## config.mk

```make
export PLATFORM = sky130hd
export DESIGN_NAME = sql_array_literal_tokenizer
export DESIGN_NICKNAME = d
export VERILOG_FILES = /design/src/rtl/core/sal_pkg.sv /design/src/rtl/core/sql_array_literal_tokenizer.sv /design/src/rtl/core/sal_front.sv /design/src/rtl/core/sal_fifo.sv /design/src/rtl/core/sal_back.sv
export SDC_FILE = /design/constraint.sdc
export NUM_CORES = 1
export LEC_CHECK = 0
export ABC_AREA = 1
export BUFFER_PORTS_ARGS = -buffer_cell sky130_fd_sc_hd__buf_2
export CORE_MARGIN = 5
export CORE_UTILIZATION = 52
export DETAILED_ROUTE_END_ITERATION = 16
export PLACE_DENSITY_LB_ADDON = 0.08
export SLEW_MARGIN = 40
export SYNTH_ARGS = -nofsm -noshare
export SYNTH_HDL_FRONTEND = slang
export SYNTH_HIERARCHICAL = 1
export SYNTH_SLANG_ARGS = --single-unit
```

## constraint.sdc

```tcl
create_clock -name clk -period 18.1 [get_ports clk]
set_input_delay 5.43 -clock clk [delete_from_list [all_inputs] [get_ports clk]]
set_output_delay 5.43 -clock clk [all_outputs]
set_load 0.005 [all_outputs]
```

## src/rtl/core/sal_pkg.sv

```systemverilog
// ----------------------------------------------------------------------------
// sal_pkg
// Shared types, token codes and character constants of the array literal
// tokenizer.
// ----------------------------------------------------------------------------
package sal_pkg;

  // token codes
  localparam logic [2:0] K_ROW_START = 3'd0;
  localparam logic [2:0] K_ROW_END   = 3'd1;
  localparam logic [2:0] K_VALUE     = 3'd2;
  localparam logic [2:0] K_EMPTY     = 3'd3;
  localparam logic [2:0] K_NULL      = 3'd4;
  localparam logic [2:0] K_DONE      = 3'd5;
  localparam logic [2:0] K_ESC_END   = 3'd6;
  localparam logic [2:0] K_UNTERM    = 3'd7;

  // characters
  localparam logic [7:0] CH_NUL    = 8'h00;
  localparam logic [7:0] CH_LBRACE = 8'h7B;
  localparam logic [7:0] CH_RBRACE = 8'h7D;
  localparam logic [7:0] CH_SQUOTE = 8'h27;
  localparam logic [7:0] CH_DQUOTE = 8'h22;
  localparam logic [7:0] CH_BSLASH = 8'h5C;
  localparam logic [7:0] CH_COMMA  = 8'h2C;
  localparam logic [7:0] CH_SEMI   = 8'h3B;

  // "NULL", element 0 is the first letter
  localparam logic [3:0][7:0] NULL_WORD = {8'h4C, 8'h4C, 8'h55, 8'h4E};

  localparam int unsigned MAX_TOK = 4;

  typedef struct packed {
    logic [2:0] kind;
    logic [7:0] data;
    logic       vend;
  } sal_tok_t;

  // all tokens caused by one input word
  typedef struct packed {
    logic [2:0]          n;
    sal_tok_t [MAX_TOK-1:0] tok;
  } sal_bundle_t;

  typedef struct packed {
    logic full;
    logic empty;
  } sal_q_stat_t;

  // append a token; a full bundle drops the extra one
  function automatic sal_bundle_t push_tok(sal_bundle_t b, logic [2:0] kind,
                                           logic [7:0] data, logic vend);
    sal_bundle_t r;
    r = b;
    if (b.n < 3'(MAX_TOK)) begin
      r.tok[b.n[1:0]] = '{kind: kind, data: data, vend: vend};
      r.n = b.n + 3'd1;
    end
    return r;
  endfunction

endpackage

```

## src/rtl/core/sql_array_literal_tokenizer.sv

```systemverilog
// ----------------------------------------------------------------------------
// sql_array_literal_tokenizer
// Tokenizer for the text of an SQL array literal, one text byte per word.
// ----------------------------------------------------------------------------
// Input channel: in_tdata carries one text byte, in_tuser marks the first
// byte of a new literal. A zero byte ends the text. Output channel: one token
// per word, kind and value-end flag in out_tuser, decoded byte in out_tdata,
// out_tlast on the last token caused by one input byte.
// The parser takes one byte per cycle and pushes all tokens of that byte
// (zero to four) as one bundle into a FIFO_DEPTH-entry queue; the serializer
// drains one token per cycle. Sustained rate is one byte per cycle while
// bytes average at most one token; otherwise the output port's one token
// per cycle sets the pace. An accepted byte reaches its first token through
// the queue write and the output register. A string byte waits for the
// following byte, so its token may come one byte later.
// Reset (synchronous, rst_n low) empties the queue and returns the parser to
// text start. A stalled receiver holds the output register; the queue keeps
// taking bytes until it is full, then in_tready drops.
// After done or an error all bytes are dropped until in_tuser is set.
// ----------------------------------------------------------------------------
module sql_array_literal_tokenizer #(
  parameter int unsigned FIFO_DEPTH = 4
) (
  input  logic       clk,
  input  logic       rst_n,
  input  logic       in_tvalid,
  output logic       in_tready,
  input  logic [7:0] in_tdata,   // [7:0] text_byte
  input  logic       in_tuser,   // [0] start_of_text
  output logic       out_tvalid,
  input  logic       out_tready,
  output logic [7:0] out_tdata,  // [7:0] value_byte
  output logic [3:0] out_tuser,  // [2:0] token_kind, [3] value_end
  output logic       out_tlast   // run_last
);
  import sal_pkg::*;

  sal_q_stat_t q_stat;
  sal_bundle_t push_data, head;
  logic        push, pop;
  logic [2:0]  token_kind;
  logic        value_end;

  sal_front u_front (
    .clk           (clk),
    .rst_n         (rst_n),
    .in_valid      (in_tvalid),
    .in_ready      (in_tready),
    .text_byte     (in_tdata),
    .start_of_text (in_tuser),
    .q_stat        (q_stat),
    .push          (push),
    .push_data     (push_data)
  );

  sal_fifo #(.DEPTH(FIFO_DEPTH)) u_fifo (
    .clk       (clk),
    .rst_n     (rst_n),
    .push      (push),
    .push_data (push_data),
    .pop       (pop),
    .head      (head),
    .stat      (q_stat)
  );

  sal_back u_back (
    .clk        (clk),
    .rst_n      (rst_n),
    .head       (head),
    .q_stat     (q_stat),
    .pop        (pop),
    .out_valid  (out_tvalid),
    .out_ready  (out_tready),
    .token_kind (token_kind),
    .value_byte (out_tdata),
    .value_end  (value_end),
    .run_last   (out_tlast)
  );

  assign out_tuser = {value_end, token_kind};

  // value_end only ever tags a value token
  a_vend_value: assert property (@(posedge clk) disable iff (!rst_n)
    out_tvalid && value_end |-> token_kind == K_VALUE)
    else $error("value_end on a non-value token");

  // non-value tokens carry a zero byte
  a_zero_data: assert property (@(posedge clk) disable iff (!rst_n)
    out_tvalid && token_kind != K_VALUE |-> out_tdata == 8'd0)
    else $error("data on a non-value token");

  // terminal tokens close the run of their byte
  a_term_last: assert property (@(posedge clk) disable iff (!rst_n)
    out_tvalid && (token_kind == K_DONE || token_kind == K_ESC_END ||
                   token_kind == K_UNTERM) |-> out_tlast)
    else $error("terminal token not last of its run");

  // no byte is taken while the queue is full
  a_no_push_full: assert property (@(posedge clk) disable iff (!rst_n)
    q_stat.full |-> !in_tready)
    else $error("input ready with full queue");

endmodule

```

## src/rtl/core/sal_front.sv

```systemverilog
// ----------------------------------------------------------------------------
// sal_front
// Parser: takes one text word per cycle unless the queue is full, advances
// the parse mode and builds the bundle of tokens that the word causes.
// ----------------------------------------------------------------------------
module sal_front (
  input  logic                 clk,
  input  logic                 rst_n,
  input  logic                 in_valid,
  output logic                 in_ready,
  input  logic [7:0]           text_byte,
  input  logic                 start_of_text,
  input  sal_pkg::sal_q_stat_t q_stat,
  output logic                 push,
  output sal_pkg::sal_bundle_t push_data
);
  import sal_pkg::*;

  typedef enum logic [3:0] {
    M_BETWEEN,
    M_AFTER,
    M_SQ,
    M_SQ_ESC,
    M_SQ_QUOTE,
    M_DQ,
    M_DQ_ESC,
    M_UNQ,
    M_STOPPED
  } mode_t;

  mode_t       mode_r, mode_nxt;
  logic [2:0]  cnt_r, cnt_nxt;
  logic        npm_r, npm_nxt;
  logic [7:0]  hb_r, hb_nxt;
  sal_bundle_t bnd;
  logic        accept;
  logic        do_after, do_between, do_unq, do_end, is_sep;

  assign in_ready = !q_stat.full;
  assign accept   = in_valid && in_ready;
  assign is_sep   = (text_byte == CH_COMMA) || (text_byte == CH_SEMI);

  always_comb begin
    mode_nxt   = start_of_text ? M_BETWEEN : mode_r;
    cnt_nxt    = start_of_text ? 3'd0 : cnt_r;
    npm_nxt    = start_of_text ? 1'b1 : npm_r;
    hb_nxt     = hb_r;
    bnd        = '0;
    do_after   = 1'b0;
    do_between = 1'b0;
    do_unq     = 1'b0;
    do_end     = 1'b0;

    unique case (mode_nxt)
      M_BETWEEN: do_between = 1'b1;
      M_AFTER:   do_after = 1'b1;
      M_SQ, M_DQ: begin
        if ((mode_nxt == M_SQ && text_byte == CH_SQUOTE) ||
            (mode_nxt == M_DQ && text_byte == CH_DQUOTE)) begin
          if (mode_nxt == M_SQ) begin
            mode_nxt = M_SQ_QUOTE;
          end else begin
            // double quote closes at once
            if (cnt_nxt != 3'd0) bnd = push_tok(bnd, K_VALUE, hb_nxt, 1'b1);
            else                 bnd = push_tok(bnd, K_EMPTY, CH_NUL, 1'b0);
            cnt_nxt  = 3'd0;
            npm_nxt  = 1'b1;
            mode_nxt = M_AFTER;
          end
        end else if (text_byte == CH_BSLASH) begin
          mode_nxt = (mode_nxt == M_SQ) ? M_SQ_ESC : M_DQ_ESC;
        end else if (text_byte == CH_NUL) begin
          bnd      = push_tok(bnd, K_UNTERM, CH_NUL, 1'b0);
          cnt_nxt  = 3'd0;
          npm_nxt  = 1'b1;
          mode_nxt = M_STOPPED;
        end else begin
          if (cnt_nxt != 3'd0) bnd = push_tok(bnd, K_VALUE, hb_nxt, 1'b0);
          hb_nxt  = text_byte;
          cnt_nxt = 3'd1;
        end
      end
      M_SQ_ESC, M_DQ_ESC: begin
        if (text_byte == CH_NUL) begin
          bnd      = push_tok(bnd, K_ESC_END, CH_NUL, 1'b0);
          cnt_nxt  = 3'd0;
          npm_nxt  = 1'b1;
          mode_nxt = M_STOPPED;
        end else begin
          if (cnt_nxt != 3'd0) bnd = push_tok(bnd, K_VALUE, hb_nxt, 1'b0);
          hb_nxt   = text_byte;
          cnt_nxt  = 3'd1;
          mode_nxt = (mode_nxt == M_SQ_ESC) ? M_SQ : M_DQ;
        end
      end
      M_SQ_QUOTE: begin
        if (text_byte == CH_SQUOTE) begin
          // doubled quote is a literal quote
          if (cnt_nxt != 3'd0) bnd = push_tok(bnd, K_VALUE, hb_nxt, 1'b0);
          hb_nxt   = text_byte;
          cnt_nxt  = 3'd1;
          mode_nxt = M_SQ;
        end else begin
          if (cnt_nxt != 3'd0) bnd = push_tok(bnd, K_VALUE, hb_nxt, 1'b1);
          else                 bnd = push_tok(bnd, K_EMPTY, CH_NUL, 1'b0);
          cnt_nxt  = 3'd0;
          npm_nxt  = 1'b1;
          do_after = 1'b1;
        end
      end
      M_UNQ: begin
        if (is_sep || text_byte == CH_RBRACE || text_byte == CH_NUL) do_end = 1'b1;
        else                                                           do_unq = 1'b1;
      end
      M_STOPPED: mode_nxt = M_STOPPED;
      default:   mode_nxt = M_STOPPED;
    endcase

    // close an unquoted value, then treat the terminator as after a token
    if (do_end) begin
      if (npm_nxt && cnt_nxt == 3'd4) begin
        bnd = push_tok(bnd, K_NULL, CH_NUL, 1'b0);
      end else if (cnt_nxt == 3'd0) begin
        bnd = push_tok(bnd, K_EMPTY, CH_NUL, 1'b0);
      end else begin
        for (int i = 0; i < 4; i++) begin
          if (3'(i) < cnt_nxt)
            bnd = push_tok(bnd, K_VALUE, (i == 0) ? hb_nxt : NULL_WORD[2'(i)],
                           (3'(i + 1) == cnt_nxt));
        end
      end
      cnt_nxt  = 3'd0;
      npm_nxt  = 1'b1;
      do_after = 1'b1;
    end

    if (do_after) begin
      if (is_sep) mode_nxt = M_BETWEEN;
      else        do_between = 1'b1;
    end

    if (do_between) begin
      unique case (text_byte)
        CH_NUL: begin
          bnd      = push_tok(bnd, K_DONE, CH_NUL, 1'b0);
          mode_nxt = M_STOPPED;
        end
        CH_LBRACE: begin
          bnd      = push_tok(bnd, K_ROW_START, CH_NUL, 1'b0);
          mode_nxt = M_AFTER;
        end
        CH_RBRACE: begin
          bnd      = push_tok(bnd, K_ROW_END, CH_NUL, 1'b0);
          mode_nxt = M_AFTER;
        end
        CH_SQUOTE: begin
          cnt_nxt  = 3'd0;
          npm_nxt  = 1'b1;
          mode_nxt = M_SQ;
        end
        CH_DQUOTE: begin
          cnt_nxt  = 3'd0;
          npm_nxt  = 1'b1;
          mode_nxt = M_DQ;
        end
        CH_COMMA, CH_SEMI: begin
          bnd      = push_tok(bnd, K_EMPTY, CH_NUL, 1'b0);
          mode_nxt = M_BETWEEN;
        end
        default: begin
          cnt_nxt  = 3'd0;
          npm_nxt  = 1'b1;
          mode_nxt = M_UNQ;
          do_unq   = 1'b1;
        end
      endcase
    end

    // one unquoted byte: hold a NULL prefix, else flush and hold this byte
    if (do_unq) begin
      if (npm_nxt && cnt_nxt < 3'd4 && text_byte == NULL_WORD[cnt_nxt[1:0]]) begin
        if (cnt_nxt == 3'd0) hb_nxt = text_byte;
        cnt_nxt = cnt_nxt + 3'd1;
      end else begin
        for (int i = 0; i < 4; i++) begin
          if (3'(i) < cnt_nxt)
            bnd = push_tok(bnd, K_VALUE, (i == 0) ? hb_nxt : NULL_WORD[2'(i)], 1'b0);
        end
        npm_nxt = 1'b0;
        hb_nxt  = text_byte;
        cnt_nxt = 3'd1;
      end
    end
  end

  assign push      = accept && (bnd.n != 3'd0);
  assign push_data = bnd;

  always_ff @(posedge clk) begin
    if (!rst_n) begin
      mode_r <= M_BETWEEN;
      cnt_r  <= 3'd0;
      npm_r  <= 1'b1;
    end else if (accept) begin
      mode_r <= mode_nxt;
      cnt_r  <= cnt_nxt;
      npm_r  <= npm_nxt;
    end
  end

  always_ff @(posedge clk) begin
    if (accept) hb_r <= hb_nxt;
  end

endmodule

```

## src/rtl/core/sal_fifo.sv

```systemverilog
// ----------------------------------------------------------------------------
// sal_fifo
// Short queue of token bundles between the parser and the serializer.
// ----------------------------------------------------------------------------
module sal_fifo #(
  parameter int unsigned DEPTH = 4
) (
  input  logic                 clk,
  input  logic                 rst_n,
  input  logic                 push,
  input  sal_pkg::sal_bundle_t push_data,
  input  logic                 pop,
  output sal_pkg::sal_bundle_t head,
  output sal_pkg::sal_q_stat_t stat
);
  import sal_pkg::*;

  localparam int unsigned PW = $clog2(DEPTH);
  localparam int unsigned CW = $clog2(DEPTH + 1);

  sal_bundle_t     mem_r [DEPTH];
  logic [PW-1:0]   wr_ptr_r, wr_ptr_nxt;
  logic [PW-1:0]   rd_ptr_r, rd_ptr_nxt;
  logic [CW-1:0]   cnt_r, cnt_nxt;
  logic            do_push, do_pop;

  assign stat.full  = (cnt_r == CW'(DEPTH));
  assign stat.empty = (cnt_r == '0);
  assign do_push    = push && !stat.full;
  assign do_pop     = pop && !stat.empty;
  assign head       = mem_r[rd_ptr_r];

  always_comb begin
    wr_ptr_nxt = wr_ptr_r;
    rd_ptr_nxt = rd_ptr_r;
    cnt_nxt    = cnt_r;
    if (do_push)
      wr_ptr_nxt = (wr_ptr_r == PW'(DEPTH - 1)) ? '0 : wr_ptr_r + PW'(1);
    if (do_pop)
      rd_ptr_nxt = (rd_ptr_r == PW'(DEPTH - 1)) ? '0 : rd_ptr_r + PW'(1);
    if (do_push && !do_pop)      cnt_nxt = cnt_r + CW'(1);
    else if (do_pop && !do_push) cnt_nxt = cnt_r - CW'(1);
  end

  always_ff @(posedge clk) begin
    if (!rst_n) begin
      wr_ptr_r <= '0;
      rd_ptr_r <= '0;
      cnt_r    <= '0;
    end else begin
      wr_ptr_r <= wr_ptr_nxt;
      rd_ptr_r <= rd_ptr_nxt;
      cnt_r    <= cnt_nxt;
    end
  end

  always_ff @(posedge clk) begin
    if (do_push) mem_r[wr_ptr_r] <= push_data;
  end

endmodule

```

## src/rtl/core/sal_back.sv

```systemverilog
// ----------------------------------------------------------------------------
// sal_back
// Serializer: walks the head bundle one token per cycle into the output
// register while it is free, and pops the bundle after its last token.
// ----------------------------------------------------------------------------
module sal_back (
  input  logic                 clk,
  input  logic                 rst_n,
  input  sal_pkg::sal_bundle_t head,
  input  sal_pkg::sal_q_stat_t q_stat,
  output logic                 pop,
  output logic                 out_valid,
  input  logic                 out_ready,
  output logic [2:0]           token_kind,
  output logic [7:0]           value_byte,
  output logic                 value_end,
  output logic                 run_last
);
  import sal_pkg::*;

  logic [1:0] idx_r, idx_nxt;
  logic       valid_r;
  sal_tok_t   tok_r;
  logic       last_r;
  logic       load, is_last;

  assign load    = !q_stat.empty && (!valid_r || out_ready);
  assign is_last = ({1'b0, idx_r} + 3'd1) == head.n;
  assign pop     = load && is_last;
  assign idx_nxt = is_last ? 2'd0 : idx_r + 2'd1;

  always_ff @(posedge clk) begin
    if (!rst_n) begin
      valid_r <= 1'b0;
      idx_r   <= 2'd0;
    end else begin
      if (load) begin
        valid_r <= 1'b1;
        idx_r   <= idx_nxt;
      end else if (out_ready) begin
        valid_r <= 1'b0;
      end
    end
  end

  always_ff @(posedge clk) begin
    if (load) begin
      tok_r  <= head.tok[idx_r];
      last_r <= is_last;
    end
  end

  assign out_valid  = valid_r;
  assign token_kind = tok_r.kind;
  assign value_byte = tok_r.data;
  assign value_end  = tok_r.vend;
  assign run_last   = last_r;

endmodule

```

==> results of run 1 <==
placed cells by master (no fill, tap or decap), types with 18 or more instances in the layout:
cell / count
o22ai_1: 72
dfxtp_1: 18
nand2_1: 178
nand3_1: 57
ha_1: 38
a21oi_1: 33
o21ai_0: 116
nand2_2: 26
nor2_1: 198
inv_2: 18
o21ai_1: 75
buf_2: 27
clkbuf_16: 25
inv_1: 134
edfxtp_1: 225
critical path: cells and delay by family:
family,cells,cell delay [ns]
AND/OR/NAND/NOR,28,3.45
adder cells (fa/ha/maj),10,3.17
buffers and inverters,17,1.57
AO/OA/AOI/OAI,4,0.62
final timing paths:
| check | depth (start not counted) | startpoint | slack, ns | endpoint |
|---|---|---|---|---|
| setup / recovery | 59 | in_tuser | 4.24 | u_fifo/cnt_r[1]$_SDFFE_PN0P_ |
| hold / removal | 2 | u_back/out_valid$_SDFFE_PN0P_ | 0.50 | u_back/out_valid$_SDFFE_PN0P_ |
| setup reg to reg | 57 | u_front/mode_r[2]$_SDFFE_PN0P_ | 9.03 | u_fifo/cnt_r[1]$_SDFFE_PN0P_ |
| hold reg to reg | 2 | u_back/out_valid$_SDFFE_PN0P_ | 0.50 | u_back/out_valid$_SDFFE_PN0P_ |
routing by layer:
| layer | track usage, % | part of all wire [%] |
|---|---|---|
| met3 | 2.51 | 5.3 |
| met4 | 5.56 | 2.2 |
| met2 | 39.3 | 48 |
| met1 | 33.5 | 45 |
| met5 | 0 | 0 |
power by group through the flow:
stage / registers, W / logic, W / clock network [W]
floorplan: 0.000800 / 0.000462 / 0
global placement: 0.000806 / 0.000637 / 0
detailed placement: 0.000807 / 0.000641 / 0
CTS: 0.000795 / 0.000644 / 0.000493
global route: 0.000803 / 0.000718 / 0.000519
finish: 0.000794 / 0.000642 / 0.000483
cell families after synthesis:
logic type               count (synthesis)  share of synthesized area, %
AND/OR/NAND/NOR                        543                          19.2
adder cells (fa/ha/maj)                 40                          3.88
flip-flops                             245                          53.8
buffers and inverters                  210                          7.58
AO/OA/AOI/OAI                          345                          14.9
XOR/XNOR                                 6                         0.508
other                                    1                        0.0282
per-stage QoR:
stage	util (%)	cells	total power (W)
after floorplan	-	1393	0.00126
after global placement	53.8	1706	0.00144
after detailed placement	53.8	1706	0.00145
after CTS	56.9	1750	0.00193
after global routing	56.9	1750	0.00204
final	56.9	1750	0.00192
sequential cells by signal, indices dropped and copies added (netlist names), named ones only:
signal,flops
u_fifo/mem_r,204
u_back/value_byte,8
u_front/hb_r,8
u_front/mode_r,4
u_back/token_kind,3
u_fifo/cnt_r,3
u_front/cnt_r,3
u_back/idx_r,2
u_fifo/rd_ptr_r,2
u_fifo/wr_ptr_r,2
u_back/out_valid,1
u_back/run_last,1
u_back/value_end,1
u_front/npm_r,1
area by class of cell:
| class | instances | area [sq um] |
|---|---|---|
| Clock buffer | 27 | 633 |
| Clock inverter | 17 | 131 |
| Fill cell | 2254 | 10900 |
| Inverter | 156 | 594 |
| Multi-Input combinational cell | 938 | 5180 |
| Sequential cell | 245 | 7160 |
| Tap cell | 330 | 413 |
| Timing Repair Buffer | 37 | 214 |
==> results.sh, run 1 <==
export IMPL_critPathMaxFanout=11
export IMPL_cts_tree="built"
export IMPL_syn_to_final_growth_pct=7.77
export IMPL_placed_area_sq_um=13600
export IMPL_max_cap_violations=0
export IMPL_cts_buffers=25
export IMPL_min_period_over_period_pct=76.6
export IMPL_layout_setup_ws_ns=4.24
export IMPL_clkLatencyLatePin_ns=0.51
export IMPL_synth_yosys_seq_area_share_pct=53.8
export IMPL_vias=10100
export IMPL_max_freq_mhz=72.1
export IMPL_crit_type="input port to flip-flop"
export IMPL_avgRoutedWirePerCell_um=19.6
export IMPL_synth_main_ff_cell="edfxtp_1"
export IMPL_nets=1456
export IMPL_ant_nets=0
export IMPL_synth_cells=1390
export IMPL_peakVddDrop_mv=0.0793
export IMPL_grt_pass1_vias=9528
export IMPL_pwr_share_comb_pct=33.5
export IMPL_synth_top_area_share_pct=50.8
export IMPL_htreeDepth=1
export IMPL_end_kind="flip-flop"
export IMPL_finalMaxSlewViolations=0
export IMPL_die_width_um=170
export IMPL_cts_root_buffer="clkbuf_16"
export IMPL_worstSetupStartpointType="input port"
export IMPL_first_iter_violations=877
export IMPL_swShare_pct=36.4
export IMPL_required_ns=18.50
export IMPL_synth_edf_count=225
export IMPL_pre_cts_ws_ns=3.77
export IMPL_clock_sinks=245
export IMPL_yosysTopAreaCell="edfxtp_1"
export IMPL_synth_distinct_cells=68
export IMPL_holdWs_ns=0.498
export IMPL_die_h_um=170
export IMPL_finalSetupViolCount=0
export IMPL_wl_um=34400
export IMPL_hp_class="flip-flop to flip-flop"
export IMPL_rsz0062_at_grt="no"
export IMPL_status="complete, no violations"
export IMPL_yosysMostFrequentCell="edfxtp_1"
export IMPL_hold_buffers=0
export IMPL_place_hpwl_um=22900
export IMPL_rows=58
export IMPL_fin_skew_ns=0.0159
export IMPL_clkPwrFrac_pct=25.2
export IMPL_grt_max_degree=81
export IMPL_coreArea_sq_um=25200
export IMPL_worstPathArrival_ns=14.26
export IMPL_hold_violations=0
export IMPL_finalSetupTns_ns=0
export IMPL_ys_seq_elements=245
export IMPL_period_needed_ns=13.86
export IMPL_design_die_area_sq_um=28900
export IMPL_path_clk_slew_ns=0.06
export IMPL_p_per_area_nw_per_um2=134
export IMPL_p_switching_w=0.000698
export IMPL_cts_setup_buffers=0
export IMPL_drc=0
export IMPL_via_per_inst=5.80
export IMPL_p_leak_nw=5.80
export IMPL_maxSlewHeadroom_pct=43.7
export IMPL_final_cell_area_sq_um=14300
export IMPL_synthArstFlopShare_pct=0
export IMPL_initial_utilization_pct=52.8
export IMPL_synthTopCellsByArea="edfxtp_1, nor2_1, nand2_1"
export IMPL_netlist_area_sq_um=13300
export IMPL_internal_power_w=0.00122
export IMPL_slowest_delay_ns=0.69
export IMPL_cts_buffer_depth=3
export IMPL_grt_overflow_total=0
export IMPL_tightestPinTransition_ns=0.844
export IMPL_diodes=0
export IMPL_grt_pass1_wl_um=53900
export IMPL_gp_congestion=0.956
export IMPL_synth_avg_cell_area_sq_um=9.56
export IMPL_grt_usage_pct=23.5
export IMPL_io_buffers=27
export IMPL_yosysWarnings=6
export IMPL_synth_commonest_cells="edfxtp_1, nor2_1, nand2_1"
export IMPL_drt_pass1_iter_count=5
export IMPL_drive_above_1_share_pct=12.4
export IMPL_ctsResizeCount=0
export IMPL_seq_power_share_pct=41.4
export IMPL_antenna_found_initial=0
export IMPL_ios=28
export IMPL_crit_slowest_cell="fa_1"
Note: power is estimated with default switching activity, not from simulation.
==> run 2: changes to the inputs <==
ABC_AREA = 0   (was 1)
clock period = 13.6 ns   (was 18.1 ns; I/O delays follow)
==> run 2 against run 1 <==
Die area shrank 2.9%. Sequential power grew 19%. Synthesized cell count shrank 32%. Clock power grew 38%. Power grew 8.3%. Design area grew 0.41%. Critical endpoint is now u_fifo/cnt_r[2]$_SDFFE_PN0P_. Setup slack lost 3.5 ns. Wire length shrank 6.5%. Clock skew is essentially flat. Highest routed layer unchanged.
==> results.sh, run 2 <==
export IMPL_crit_type="input port to flip-flop"
export IMPL_synth_cells=942
export IMPL_ant_nets=0
export IMPL_antenna_found_initial=0
export IMPL_tightestPinTransition_ns=0.885
export IMPL_path_buf_inv=10
export IMPL_synth_top_area_share_pct=52.4
export IMPL_maxSlewHeadroom_pct=40.7
export IMPL_grt_pass1_wl_um=50500
export IMPL_rsz0062_at_grt="no"
export IMPL_netlist_area_sq_um=12900
export IMPL_clkLatencyLatePin_ns=0.53
export IMPL_worstSetupStartpointType="input port"
export IMPL_met1_length_um=14000
export IMPL_rrSetupSlack_ns=3.85
export IMPL_first_iter_violations=937
export IMPL_wl_um=32100
export IMPL_p_leak_nw=4.97
export IMPL_ios=28
export IMPL_period_needed_ns=12.89
export IMPL_grt_pass1_vias=8596
export IMPL_coreArea_sq_um=24400
export IMPL_syn_to_final_growth_pct=11.6
export IMPL_routed_top_layer="met4"
export IMPL_regMostFlops="u_fifo/mem_r"
export IMPL_mostFrequentLayoutCell="edfxtp_1"
export IMPL_yosysMostFrequentCell="edfxtp_1"
export IMPL_synth_edf_count=225
export IMPL_status="complete, no violations"
export IMPL_synthArstFlopShare_pct=0
export IMPL_required_ns=14.05
export IMPL_final_cell_area_sq_um=14400
export IMPL_drt_pass1_iter_count=6
export IMPL_largest_register_ffs=204
export IMPL_cts_buffers=26
export IMPL_cts_root_buffer="clkbuf_16"
export IMPL_synth_yosys_seq_area_share_pct=55.5
export IMPL_peakVddDrop_mv=0.111
export IMPL_slowest_delay_ns=0.56
export IMPL_io_buffers=27
export IMPL_startpoint="in_tdata[7]"
export IMPL_max_cap_violations=0
export IMPL_synth_main_ff_cell="edfxtp_1"
export IMPL_yosysWarnings=6
export IMPL_rows=57
export IMPL_crit_slowest_cell="fa_1"
export IMPL_grt_usage_pct=22.8
export IMPL_initial_utilization_pct=52.8
export IMPL_critPathMaxFanout=8
export IMPL_placed_area_sq_um=13500
export IMPL_min_period_over_period_pct=94.8
export IMPL_end_kind="flip-flop"
export IMPL_yosysTopAreaCell="edfxtp_1"
export IMPL_clock_sinks=245
export IMPL_dr_wl_met2_um=15700
export IMPL_cts_buffer_depth=3
export IMPL_crit_top_cell="ha_1"
export IMPL_gp_congestion=0.974
export IMPL_grt_max_degree=52
export IMPL_p_per_area_nw_per_um2=144
export IMPL_wl_met3_um=1950
export IMPL_grt_overflow_total=0
export IMPL_fin_skew_ns=0.0162
export IMPL_hp_start="u_fifo/wr_ptr_r[1]$_SDFFE_PN0P_"
export IMPL_die_width_um=167
export IMPL_cts_tree="built"
export IMPL_fillers=1967
export IMPL_synth_distinct_cells=104
export IMPL_layout_common_cells="edfxtp_1, nor2_1, nand2_1"
export IMPL_drc=0
export IMPL_drive_above_1_share_pct=23.2
export IMPL_max_freq_mhz=77.6
export IMPL_htreeDepth=1
export IMPL_via_per_inst=6.34
export IMPL_place_hpwl_um=22500
export IMPL_design_die_area_sq_um=28000
export IMPL_layout_setup_ws_ns=0.711
export IMPL_hp_class="flip-flop to flip-flop"
export IMPL_nets=1051
export IMPL_synth_avg_cell_area_sq_um=13.7
export IMPL_critPathTopFamily="adder cells"
export IMPL_r2r_start="u_front/mode_r[2]$_SDFFE_PN0P_"
export IMPL_pre_cts_ws_ns=-0.0117
export IMPL_path_clk_slew_ns=0.06
export IMPL_synth_commonest_cells="edfxtp_1, nor2_1, nand2_1"
export IMPL_cts_setup_buffers=0
export IMPL_synthTopCellsByArea="edfxtp_1, mux4_2, ha_1"
export IMPL_avgRoutedWirePerCell_um=24.0
export IMPL_diodes=0
export IMPL_vias=8507
export IMPL_finalMaxSlewViolations=0
export IMPL_ys_seq_elements=245
export IMPL_worstPathArrival_ns=13.34
export IMPL_hold_violations=0
export IMPL_finalSetupViolCount=0
export IMPL_die_h_um=167
export IMPL_finalSetupTns_ns=0
export IMPL_fin_util_pct=59.0
==> run 2: cell types whose count changed after synthesis, moves of 57 or more <==
cell	delta
mux4_2	+57
o22ai_1	-69
o21ai_0	-80
nor2_1	-138
o21ai_1	-72
inv_1	-108
nand2_1	-117
==> run 2: worst reg2reg max path, delay by kind of cell (launching register included) <==
| kind | cells | cell delay (ns) |
|---|---|---|
| muxes | 2 | 0.30 |
| AOI/OAI and AO/OA | 14 | 2.61 |
| xor gates and xnor gates | 1 | 0.16 |
| DFF | 1 | 0.71 |
| buffers and inverters | 8 | 0.79 |
| adders and majority gates | 10 | 2.93 |
| and+or+nand+nor | 10 | 2.19 |
==> run 2: through the flow <==
stage	power (W)	hold WS (ns)	std cells
5_1_grt	0.00218	0.531	1342
6_report	0.00208	0.501	1342
2_1_floorplan	0.00126	0.439	945
4_1_cts	0.00209	0.483	1342
3_3_place_gp	0.00141	0.462	1294
3_5_place_dp	0.00142	0.465	1294
==> run 2: cells by family after synthesis <==
kind of cell	Yosys count	synth area share, %
AND/OR/NAND/NOR	268	11.5
flip-flops	245	55.5
AO/OA/AOI/OAI	219	12.3
buffers and inverters	85	3.84
multiplexers	73	12.0
adder cells (fa/ha/maj)	40	4.00
XOR/XNOR	11	0.748
other	1	0.0291
==> run 2: routing by layer <==
metal,GRT usage [%],vias up
met5,0,-
li1,-,3863
met2,38.2,299
met1,33.2,4309
met4,3.95,0
met3,2.48,36
==> run 2: path summary, 6_finish.rpt <==
| check | cells after the start | endpoint |
|---|---|---|
| max | 46 | u_fifo/cnt_r[2]$_SDFFE_PN0P_ |
| min | 2 | u_fifo/wr_ptr_r[1]$_SDFFE_PN0P_ |
| max reg2reg | 45 | u_fifo/cnt_r[2]$_SDFFE_PN0P_ |
| min reg2reg | 2 | u_fifo/wr_ptr_r[1]$_SDFFE_PN0P_ |
==> run 2: power breakdown <==
group          internal, W  switching, W  total (W)
Clock             0.000389      0.000279   0.000667
Combinational     0.000185      0.000279   0.000464
Sequential        0.000909     0.0000378   0.000947
Total              0.00148      0.000595    0.00208
==> run 2: layout make-up <==
cell class                      instances  area (sq um)  area share [%]
Clock buffer                           35           714            4.97
Sequential cell                       245          7160            49.8
Tap cell                              324           405            2.82
Timing Repair Buffer                   79           579            4.03
Inverter                               31           116           0.809
Multi-Input combinational cell        615          5300            36.8
Clock inverter                         13           106           0.739
==> run 2: repair_timing <==
item,in CTS,in global routing
resized for setup,0,3
setup endpoints to repair,0,1
hold buffers,0,0
==> run 3: changes to the inputs <==
CORE_UTILIZATION = 39   (was 52)
SKIP_LAST_GASP = 1   (was not set)
==> run 3 against run 2 <==
Core utilization down 15 points. Cell count up 8.5%. Via count down 2.3%. First-iteration DRC count down 48%. Critical endpoint unchanged. Highest routed layer unchanged.
==> results.sh, run 3 (synthesis results as in run 2) <==
export IMPL_gp_congestion=0.925
export IMPL_finalMaxSlewViolations=0
export IMPL_hold_buffers=0
export IMPL_status="complete, no violations"
export IMPL_avgRoutedWirePerCell_um=22.8
export IMPL_initial_utilization_pct=39.5
export IMPL_p_per_area_nw_per_um2=145
export IMPL_drive_above_1_share_pct=22.3
export IMPL_grt_usage_pct=18.2
export IMPL_max_cap_violations=0
export IMPL_fin_skew_ns=0.0230
export IMPL_layout_setup_ws_ns=0.708
export IMPL_diodes=0
export IMPL_path_clk_slew_ns=0.06
export IMPL_first_iter_violations=483
export IMPL_finalSetupTns_ns=0
export IMPL_wl_um=33100
export IMPL_maxSlewHeadroom_pct=44.8
export IMPL_fin_cells=1456
export IMPL_end_kind="flip-flop"
export IMPL_nets=1047
export IMPL_largest_register_ffs=204
export IMPL_cts_buffer_depth=3
export IMPL_antenna_found_initial=0
export IMPL_cts_tree="built"
export IMPL_finalSetupViolCount=0
export IMPL_regMostFlops="u_fifo/mem_r"
export IMPL_grt_overflow_total=0
export IMPL_tightestPinTransition_ns=0.827
export IMPL_p_leak_nw=4.96
export IMPL_min_period_over_period_pct=94.8
export IMPL_critPathMaxFanout=17
export IMPL_drt_pass1_iter_count=4
export IMPL_die_h_um=192
export IMPL_final_cell_area_sq_um=14500
export IMPL_mostFrequentLayoutCell="edfxtp_1"
export IMPL_grt_max_degree=52
export IMPL_hold_violations=0
export IMPL_design_die_area_sq_um=36800
export IMPL_crit_slowest_cell="a221oi_1"
export IMPL_power_w=0.00211
export IMPL_io_buffers=27
export IMPL_via_per_inst=5.71
export IMPL_cts_buffers=26
export IMPL_clock_sinks=245
export IMPL_cts_root_buffer="clkbuf_16"
export IMPL_placed_cells=1408
export IMPL_required_ns=14.06
export IMPL_max_freq_mhz=77.6
export IMPL_grt_pass1_wl_um=51800
export IMPL_worstSetupStartpointType="input port"
export IMPL_crit_top_cell="ha_1"
export IMPL_placed_area_sq_um=13600
export IMPL_fillers=2999
export IMPL_vias=8312
export IMPL_pre_cts_ws_ns=0.177
export IMPL_syn_to_final_growth_pct=12.4
export IMPL_grt_pass1_vias=8541
export IMPL_drc=0
export IMPL_clkLatencyLatePin_ns=0.53
export IMPL_hp_class="flip-flop to flip-flop"
export IMPL_place_hpwl_um=23400
export IMPL_die_width_um=192
export IMPL_crit_type="input port to flip-flop"
export IMPL_layout_common_cells="edfxtp_1, nor2_1, nand2_1"
export IMPL_rsz0062_at_grt="no"
export IMPL_htreeDepth=1
export IMPL_rows=66
export IMPL_coreArea_sq_um=32600
export IMPL_slowest_delay_ns=0.56
export IMPL_ios=28
export IMPL_ant_nets=0
export IMPL_period_needed_ns=12.89
export IMPL_worstPathArrival_ns=13.35
export IMPL_peakVddDrop_mv=0.0792
[run 3: layout make-up]
type                            instances  area [sq um]  share of cell area (%)
Sequential cell                       245          7160                    49.4
Inverter                               31           116                   0.803
Multi-Input combinational cell        615          5280                    36.5
Clock inverter                          9           109                   0.751
Timing Repair Buffer                   75           537                    3.70
Clock buffer                           39           729                    5.03
Tap cell                              442           553                    3.82
[run 3: routing by layer]
metal | vias up | share of wire [%] | GRT usage (%)
li1 | 3862 | - | -
met1 | 4207 | 47 | 26.9
met2 | 204 | 47 | 29.5
met3 | 39 | 4.5 | 2.09
met4 | 0 | 1.6 | 3.70
met5 | - | 0 | 0
[run 3: power breakdown]
group          total [W]  switching (W)  internal [W]
clock network   0.000689       0.000280      0.000409
logic           0.000472       0.000286      0.000185
registers       0.000945      0.0000353      0.000909
[run 3: worst max-delay path, delay by kind of cell]
family / cells / cell delay [ns]
and+or+nand+nor: 10 / 1.88
xor gates and xnor gates: 1 / 0.07
AOI/OAI and AO/OA: 14 / 3.07
adders and majority gates: 10 / 2.63
muxes: 2 / 0.40
buffers and inverters: 10 / 1.17
[run 3: stage by stage]
| step | utilization [%] | hold WS, ns |
|---|---|---|
| 6_report | 44.4 | 0.489 |
| 5_1_grt | 44.4 | 0.512 |
| 4_1_cts | 44.4 | 0.496 |
| 2_1_floorplan | - | 0.439 |
| 3_5_place_dp | 41.8 | 0.482 |
| 3_3_place_gp | 41.7 | 0.475 |
[run 3: worst paths after layout]
| path | end | depth (start not counted) | slack, ns | from |
|---|---|---|---|---|
| max | u_fifo/cnt_r[2]$_SDFFE_PN0P_ | 47 | 0.71 | in_tuser |
| min | u_front/npm_r$_SDFFE_PN1P_ | 2 | 0.49 | u_front/npm_r$_SDFFE_PN1P_ |
| max reg2reg | u_fifo/cnt_r[2]$_SDFFE_PN0P_ | 46 | 3.78 | u_front/mode_r[2]$_SDFFE_PN0P_ |
| min reg2reg | u_front/npm_r$_SDFFE_PN1P_ | 2 | 0.49 | u_front/npm_r$_SDFFE_PN1P_ |
[run 3: timing repair]
action	in CTS	in global routing
gates resized for setup	0	2
hold endpoints to repair	0	0
setup endpoints to repair	0	1
setup buffers	0	0
